===== src/rtl/vertex_dedup_indexer_top_defines.svh =====
// Assertion macros shared by the vertex dedup indexer RTL.
// Expect clk and rst in the scope of each use.
`ifndef VERTEX_DEDUP_INDEXER_TOP_DEFINES_SVH
`define VERTEX_DEDUP_INDEXER_TOP_DEFINES_SVH

// Check a condition on every clock edge outside reset.
`define VDI_ASSERT_ALWAYS(lbl, cond, msg) \
  lbl: assert property (@(posedge clk) disable iff (rst) (cond)) else $error(msg);

// Check a consequent in the same cycle as the antecedent.
`define VDI_ASSERT_SAME(lbl, ante, cons, msg) \
  lbl: assert property (@(posedge clk) disable iff (rst) (ante) |-> (cons)) else $error(msg);

// Check a consequent in the cycle after the antecedent.
`define VDI_ASSERT_NEXT(lbl, ante, cons, msg) \
  lbl: assert property (@(posedge clk) disable iff (rst) (ante) |=> (cons)) else $error(msg);

`endif


===== src/rtl/vdi_pkg.sv =====
// Shared types and constants for the vertex dedup indexer.
// No dependencies.
package vdi_pkg;

  localparam int MAX_VERTICES_DEF = 1024;
  localparam int WORD_W           = 32;
  localparam int PAIR_W           = 2 * WORD_W;
  localparam int INDEX_W          = 10;

  typedef struct packed {
    logic load;
    logic issue;
    logic hit;
    logic append;
    logic full;
  } vdi_cmd_t;

  typedef struct packed {
    logic more;
    logic match;
    logic at_cap;
  } vdi_sts_t;

endpackage


===== src/rtl/vdi_ctrl.sv =====
// Controller for the vertex dedup indexer: load, table scan, resolve.
// Depends on vdi_pkg and vertex_dedup_indexer_top_defines.svh.
`include "vertex_dedup_indexer_top_defines.svh"
module vdi_ctrl (
  input  logic              clk,
  input  logic              rst,
  input  logic              start,
  output logic              busy,
  output vdi_pkg::vdi_cmd_t cmd,
  input  vdi_pkg::vdi_sts_t sts
);
  import vdi_pkg::*;

  localparam logic [1:0] ST_IDLE  = 2'd0;
  localparam logic [1:0] ST_FIRST = 2'd1;
  localparam logic [1:0] ST_SCAN  = 2'd2;

  logic [1:0] state;
  logic [1:0] state_next;

  always_ff @(posedge clk) begin
    if (rst) begin
      state <= ST_IDLE;
    end else begin
      state <= state_next;
    end
  end

  always_comb begin
    state_next = state;
    cmd        = '0;
    case (state)
      ST_IDLE: begin
        if (start) begin
          cmd.load   = 1'b1;
          state_next = ST_FIRST;
        end
      end
      ST_FIRST: begin
        if (sts.more) begin
          cmd.issue  = 1'b1;
          state_next = ST_SCAN;
        end else begin
          cmd.append = !sts.at_cap;
          cmd.full   = sts.at_cap;
          state_next = ST_IDLE;
        end
      end
      ST_SCAN: begin
        if (sts.match) begin
          cmd.hit    = 1'b1;
          state_next = ST_IDLE;
        end else if (sts.more) begin
          cmd.issue  = 1'b1;
        end else begin
          cmd.append = !sts.at_cap;
          cmd.full   = sts.at_cap;
          state_next = ST_IDLE;
        end
      end
      default: begin
        state_next = ST_IDLE;
      end
    endcase
  end

  assign busy = (state != ST_IDLE);

  `VDI_ASSERT_ALWAYS(a_one_outcome, $onehot0({cmd.hit, cmd.append, cmd.full}), "two outcomes")
  `VDI_ASSERT_NEXT(a_start_enters, (state == ST_IDLE) && start, state == ST_FIRST, "start lost")
  `VDI_ASSERT_NEXT(a_issue_scans, cmd.issue, state == ST_SCAN, "read issued outside scan")
  `VDI_ASSERT_SAME(a_outcome_ends, cmd.hit || cmd.append || cmd.full, state_next == ST_IDLE,
                   "outcome without return to idle")

endmodule


===== config.mk =====
export PLATFORM = sky130hd
export DESIGN_NAME = vdi_ctrl
export DESIGN_NICKNAME = d
export VERILOG_FILES = /design/src/rtl/vdi_pkg.sv /design/src/rtl/vdi_ctrl.sv
export VERILOG_INCLUDE_DIRS = /design/src /design/src/rtl
export SDC_FILE = /design/constraint.sdc
export NUM_CORES = 1
export LEC_CHECK = 0
export BUFFER_PORTS_ARGS = -buffer_cell sky130_fd_sc_hd__clkbuf_2
export CAP_MARGIN = 20
export CORE_AREA = 8 8 45 47
export CTS_CLUSTER_DIAMETER = 40
export DETAILED_ROUTE_END_ITERATION = 7
export DIE_AREA = 0 0 53 55
export PLACE_DENSITY_LB_ADDON = 0.12
export SKIP_CTS_REPAIR_TIMING = 1
export SLEW_MARGIN = 0
export SYNTH_ARGS = -nofsm -noshare
export SYNTH_HDL_FRONTEND = slang
export SYNTH_SLANG_ARGS = --single-unit

===== constraint.sdc =====
create_clock -name clk -period 4.2 [get_ports clk]
set_input_delay 0.84 -clock clk [delete_from_list [all_inputs] [get_ports clk]]
set_output_delay 0.84 -clock clk [all_outputs]
set_load 0.01 [all_outputs]

=== Yosys cells after proc, flatten, opt, wreduce, memory -nomap -nowiden ===
Cells that the tools add are included.

* Register bits after elaboration: 2
* Output and inout port bits: 6
* Logic and storage cells: 24

* Equality and inequality tests: 4
* Muxes and demuxes: 15
* Reduce and logical (&&, ||, !) cells: 4

{| class="wikitable"
|+ Operators with widths
! cell !! number
|-
| 2-bit two-way mux || 6
|-
| 1-bit two-way mux || 6
|-
| 2-bit case mux with 3 select lines || 1
|-
| 2-bit case mux with 2 select lines || 1
|-
| 3-bit inequality test, second input constant || 1
|-
| 2-bit by 1-bit == test with 1-bit output, second input constant || 1
|-
| 2-bit == test, second input constant || 1
|-
| 2-bit logical NOT || 1
|-
| 2-bit inequality test, second input constant || 1
|-
| 1-bit case mux with 2 select lines || 1
|-
| 2-bit AND reduction || 1
|-
| 2-bit nonzero test || 1
|-
| 1-bit logical NOT || 1
|}

=== Logic depth before layout (Yosys ltp) ===
Gate-level depths: netlist of run 1.

* Word-level depth: 4
* Depth in mapped cells: 5
* Mapped depth without buffers: 5

=== Least setup slack after synthesis of run 1 ===
Ideal clock, no wire load.

* Kind: input -> output
* From: input port sts[1] (netlist name)
* To: output port cmd[1] (netlist name)
* Arrival: 1.512 ns
* Setup slack: 1.848 ns
* Stages on the path: 3
* Buffers on the path: 0
* Cells stage by stage: and2b_1 -> nor2_1 -> nor4b_1

{| class="wikitable"
|+ RTL lines
! item !! line !! source
|-
| start, declared || vdi_ctrl.sv:10 || <nowiki>input vdi_pkg::vdi_sts_t sts</nowiki>
|-
| end, declared || vdi_ctrl.sv:9 || <nowiki>output vdi_pkg::vdi_cmd_t cmd,</nowiki>
|}

==> results of run 1 <==
## routing by layer
| metal | global-route usage | part of all wire |
|---|---|---|
| met2 | 0.0664 | 0.49 |
| met5 | 0 | 0 |
| met4 | 0.0129 | 0 |
| met3 | 0.00802 | 0.055 |
| met1 | 0.0468 | 0.45 |
## kinds of logic after synthesis
group	count (synthesis)	share of synthesized area
simple gates	13	0.396
flops	2	0.171
buf+inv	3	0.0481
compound gates	5	0.118
fa+ha+maj	5	0.267
## worst min-delay path: stages, from the launching register on
cell and delay (ns):
dfxtp_1 0.32, o21ai_0 0.07, a21oi_1 0.06
## final timing paths
path                            startpoint  endpoint  slack (ns)  cells after the start
worst max-delay path                sts[1]    cmd[1]        1.75                      5
worst min-delay path              state[1]  state[1]        0.50                      2
worst max register to register    state[0]  state[1]        2.73                      5
worst min register to register    state[1]  state[1]        0.50                      2
## layout make-up
type                    count  area share
clock buffers               3      0.0679
inverters                   3      0.0340
multi-input cells          23       0.551
flip-flops and latches      2       0.121
well taps                  16      0.0604
repair buffers             11       0.166
## stage by stage
stage	std cells	total power, mW	worst slack [ns]	util	hold slack (ns)
floorplan	28	0.0430	1.85	-	0.460
global placement	55	0.0540	1.75	0.223	0.499
detailed placement	55	0.0540	1.73	0.223	0.501
CTS	58	0.0947	1.73	0.240	0.508
global route	58	0.101	1.61	0.240	0.515
finish	58	0.0928	1.75	0.240	0.502
## report_power, final
part / internal [mW] / switching (mW) / leakage, nW / total [mW]
registers: 0.0210 / 0.00172 / 0.0164 / 0.0227
clock network: 0.0313 / 0.00852 / 0.0138 / 0.0399
logic: 0.0147 / 0.0154 / 0.134 / 0.0302
total: 0.0671 / 0.0257 / 0.164 / 0.0928
## placed cells by master, fill, tap and decap left out, drive strengths merged, types with 2 or more instances in the layout
master   n
ha       5
inv      3
nor2     3
and2b    2
and2     2
o21ai    2
clkbuf  14
dfxtp    2
a21oi    2
==> flow_metrics.tcl, run 1 <==
set metrics [dict create \
    status "finished, final reports clean" \
    diodes 0 \
    netlist_area_um2 234 \
    hold_class "flip-flop to flip-flop" \
    yosys.area.top_type "ha_1" \
    cp.required_ns 3.36 \
    maxCapViolations 0 \
    start_util 0.169 \
    finalHoldViolCount 0 \
    ios 12 \
    clkLatencyLatePin_ns 0.21 \
    synth_nets 39 \
    drive_gt1_frac 0.405 \
    tns_ns 0 \
    drt-pass1-iter-count 2 \
    synth_edf_count 0 \
    cp_max_fo 3 \
    grt_overflow_total 0 \
    clk_pin_slew_ns 0.03 \
    yosys_warnings 0 \
    drtIter0Drc 2 \
    power_density_nw_per_um2 280 \
    rsz0062_at_grt "no" \
    dieArea_um2 2920 \
    area_growth_pct 41.7 \
    cts_max_path_buffers 2 \
    clock-sinks 2 \
    power_leakage_nw 0.164 \
    regMostFlops "state" \
    cp_cell_sequence "clkbuf_2, and2b_1, nor2_1, nor4b_1, clkbuf_2" \
    antenna_found_initial 0 \
    tritoncts "done" \
    synthCells 28 \
    grt_usage 0.0387 \
    ys_seq_area_frac 0.171 \
    drcViolationCount 0 \
    place_area_um2 309 \
    synthTopCellsByCount "ha_1 (5), inv_1 (3), nor2_1 (3)" \
    cp-end-kind "primary output" \
    ys_ff_latch 2 \
    synthTopCellsByArea "ha_1 (27%), dfxtp_1 (17%), and2_1 (5.3%), and3b_4 (5.3%), and4bb_2 (5.3%)" \
    dr_total_vias 238 \
    async_flop_share 0 \
    row_count 14 \
    synth_area_per_cell_um2 8.36 \
    grt_max_degree 6 \
    tightestPinTransition_ns 0.248 \
    synth-main-ff-cell "dfxtp_1" \
    worst_setup_path_start_kind "primary input" \
    multi_input_area_um2 183 \
    fin_nets 55 \
    crit_type "primary input to primary output" \
    wirelength_um 526 \
    htreeDepth 1 \
    seq_area_um2 40.0 \
    cp_common_cell "clkbuf_2" \
    top_regs "state: 2 flops" \
    final_area_um2 332 \
    ir_drop_mv 0.0647 \
    finalClockSkew_ns 0.0000980 \
    synth_top_area_frac 0.267 \
    fp.dieW_um 53 \
    place_congestion 0.764 \
    routedWlPerCell_um 9.07 \
    max-slew-margin-rel 0.832 \
    viasPerCell 4.10 \
    cp_data_arrival_time_ns 1.61 \
    grt_pass1_vias 248 \
    fillers 166 \
    fin_crit_sh 0.583 \
    crit_family "simple AND/OR/NAND/NOR gates" \
    largest_register_ffs 2 \
    synth_most_common_cell "ha_1" \
    worst-path-buf-inv 2 \
    finalSetupViolCount 0 \
    slowest_stage "nor4b_1" \
    die_y_um 55 \
    min_period_ns 2.45 \
    postRouteAntennaNets 0 \
    yosysUniqueCellTypes 16 \
    max_freq_mhz 408 \
    grt_pass1_wl_um 924 \
    critPathMaxStageDelay_ns 0.24 \
    numCtsBuffers 3 \
    io_buffers 11 \
    slew_viol_final 0 \
    dp_hpwl_um 488 \
    cts_root_buffer "clkbuf_4" \
    core_um2 1380 \
]
Note: power is estimated with default switching activity, not from simulation.
==> inputs of run 2 (changes only) <==
Clock period 4.2 ns to 2.5 ns, I/O delays scaled along.
==> run 2 against run 1 <==
Final area is the same. Highest routed layer unchanged. Combinational power up 70%. Global-route usage rose by 0.49 points. Critical path type is now flip-flop to primary output. Largest power group unchanged. Largest cell class unchanged. Final cell count did not move. Critical path depth grew 1. Clock skew increased by 0.0037 ns. Sequential power increased by 69%. Sequential share of layout area did not move.
==> flow_metrics.tcl, run 2 (synthesized netlist as in run 1, its figures left out) <==
set metrics [dict create \
    status "finished, final reports clean" \
    pwr-share-clk 0.443 \
    grt_usage 0.0436 \
    slowest_stage "dfxtp_1" \
    drt-pass1-iter-count 2 \
    ios 12 \
    viasPerCell 4.14 \
    cp_data_arrival_time_ns 1.51 \
    place_congestion 0.663 \
    max-slew-margin-rel 0.845 \
    p_sw_uw 47.6 \
    finalSetupViolCount 0 \
    tritoncts "done" \
    crit_type "flip-flop to primary output" \
    fin_nets 55 \
    highest_layer "met3" \
    diodes 0 \
    cts_max_path_buffers 2 \
    power.internal_uw 113 \
    cp_cell_sequence "inv_1, ha_1, and2b_1, nor2_1, and4bb_2, clkbuf_2" \
    r2r_end "state[1]" \
    cp-end-kind "primary output" \
    final_util 0.240 \
    ir_drop_mv 0.111 \
    tightestPinTransition_ns 0.229 \
    top_regs "state: 2 flops" \
    whs_endpoint "state[0]" \
    post-place-cells 55 \
    fin_crit_sh 0.806 \
    tns_ns 0 \
    io_buffers 11 \
    cp_max_fo 4 \
    core_um2 1380 \
    switching_share 0.296 \
    r2r_setup_slack_ns 1.03 \
    worst-path-stages 6 \
    min_from "rst" \
    largest_register_ffs 2 \
    holdPathStages 2 \
    area_growth_pct 41.7 \
    clock-sinks 2 \
    finalHoldViolCount 0 \
    finalClockSkew_ns 0.00384 \
    worst_setup_path_start_kind "flip-flop" \
    dieArea_um2 2920 \
    dr_total_vias 240 \
    numCtsBuffers 3 \
    max_freq_mhz 496 \
    p_total_uw 161 \
    worst-path-buf-inv 2 \
    postRouteAntennaNets 0 \
    slew_viol_final 0 \
    min_period_ns 2.01 \
    drtIter0Drc 3 \
    rsz0062_at_grt "no" \
    clk_pin_slew_ns 0.03 \
    routedWlPerCell_um 10.1 \
    met2_length_um 290 \
    grt_overflow_total 0 \
    regMostFlops "state" \
    reg2reg_from "state[0]" \
    drive_gt1_frac 0.405 \
    p_comb_frac 0.318 \
    grt_max_degree 6 \
    die_y_um 55 \
    grt_pass1_vias 255 \
    maxCapViolations 0 \
    drcViolationCount 0 \
    crit_family "simple AND/OR/NAND/NOR gates" \
    power_density_nw_per_um2 485 \
    cts_root_buffer "clkbuf_4" \
    htreeDepth 1 \
    fp.dieW_um 53 \
    drt-met1-wl_um 264 \
    route.met3.wl_um 31 \
    antenna_found_initial 0 \
    hold_class "primary input to flip-flop" \
    mostFrequentLayoutCell "clkbuf_2" \
    seqPwrFrac 0.238 \
    layout_common_cells "clkbuf_2 (11), ha_1 (5), inv_1 (3), nor2_1 (3), clkbuf_4 (3)" \
    clkLatencyLatePin_ns 0.22 \
    wirelength_um 585 \
    start_util 0.169 \
    fin_cells 58 \
    rr_worst_depth 5 \
    grt_pass1_wl_um 979 \
    row_count 14 \
    cp.required_ns 2.00 \
    power_leakage_nw 0.164 \
    critPathMaxStageDelay_ns 0.37 \
]
-- run 2: layout make-up --
type	instances	area (um2)
clock buffer	3	22.5
fill	162	1050
inverter	3	11.3
multi-input combinational	23	183
sequential	2	40.0
tap	16	20.0
timing repair buffer	11	55.1
-- run 2: through the flow --
step / worst slack, ns / hold WS (ns) / area, um2
after CTS: 0.467 / 0.452 / 332
final: 0.485 / 0.456 / 332
after floorplan: 0.810 / 0.460 / 234
after detailed placement: 0.707 / 0.497 / 309
after global routing: 0.356 / 0.460 / 332
after global placement: 0.722 / 0.497 / 309
-- run 2: worst max-delay path by stage --
stage          slack (ns)      from      to
2_1_floorplan        0.81  state[0]  cmd[1]
3_3_place_gp         0.72  state[0]  cmd[0]
3_5_place_dp         0.71  state[0]  cmd[0]
4_1_cts              0.47  state[0]  cmd[0]
5_1_grt              0.36  state[0]  cmd[1]
6_report             0.49  state[0]  cmd[0]
-- run 2: layer usage --
| layer | track usage | vias to the layer above |
|---|---|---|
| li1 | - | 125 |
| met2 | 0.0684 | 8 |
| met1 | 0.0514 | 107 |
| met3 | 0.0134 | 0 |
| met4 | 0.0259 | 0 |
| met5 | 0 | - |
-- run 2: worst register-to-register path: cells and delay by family, from the launching register on --
kind            cells  cell delay, ns
buf+inv             1            0.09
flops               1            0.37
simple gates        2            0.56
fa+ha+maj           1            0.24
compound gates      1            0.14
-- run 2: power by group through the flow --
stage / Combinational, mW / Clock (mW) / Sequential (mW)
6_report: 0.0512 / 0.0713 / 0.0383
5_1_grt: 0.0597 / 0.0789 / 0.0388
4_1_cts: 0.0524 / 0.0742 / 0.0384
3_5_place_dp: 0.0519 / 0 / 0.0388
3_3_place_gp: 0.0518 / 0 / 0.0386
2_1_floorplan: 0.0343 / 0 / 0.0379
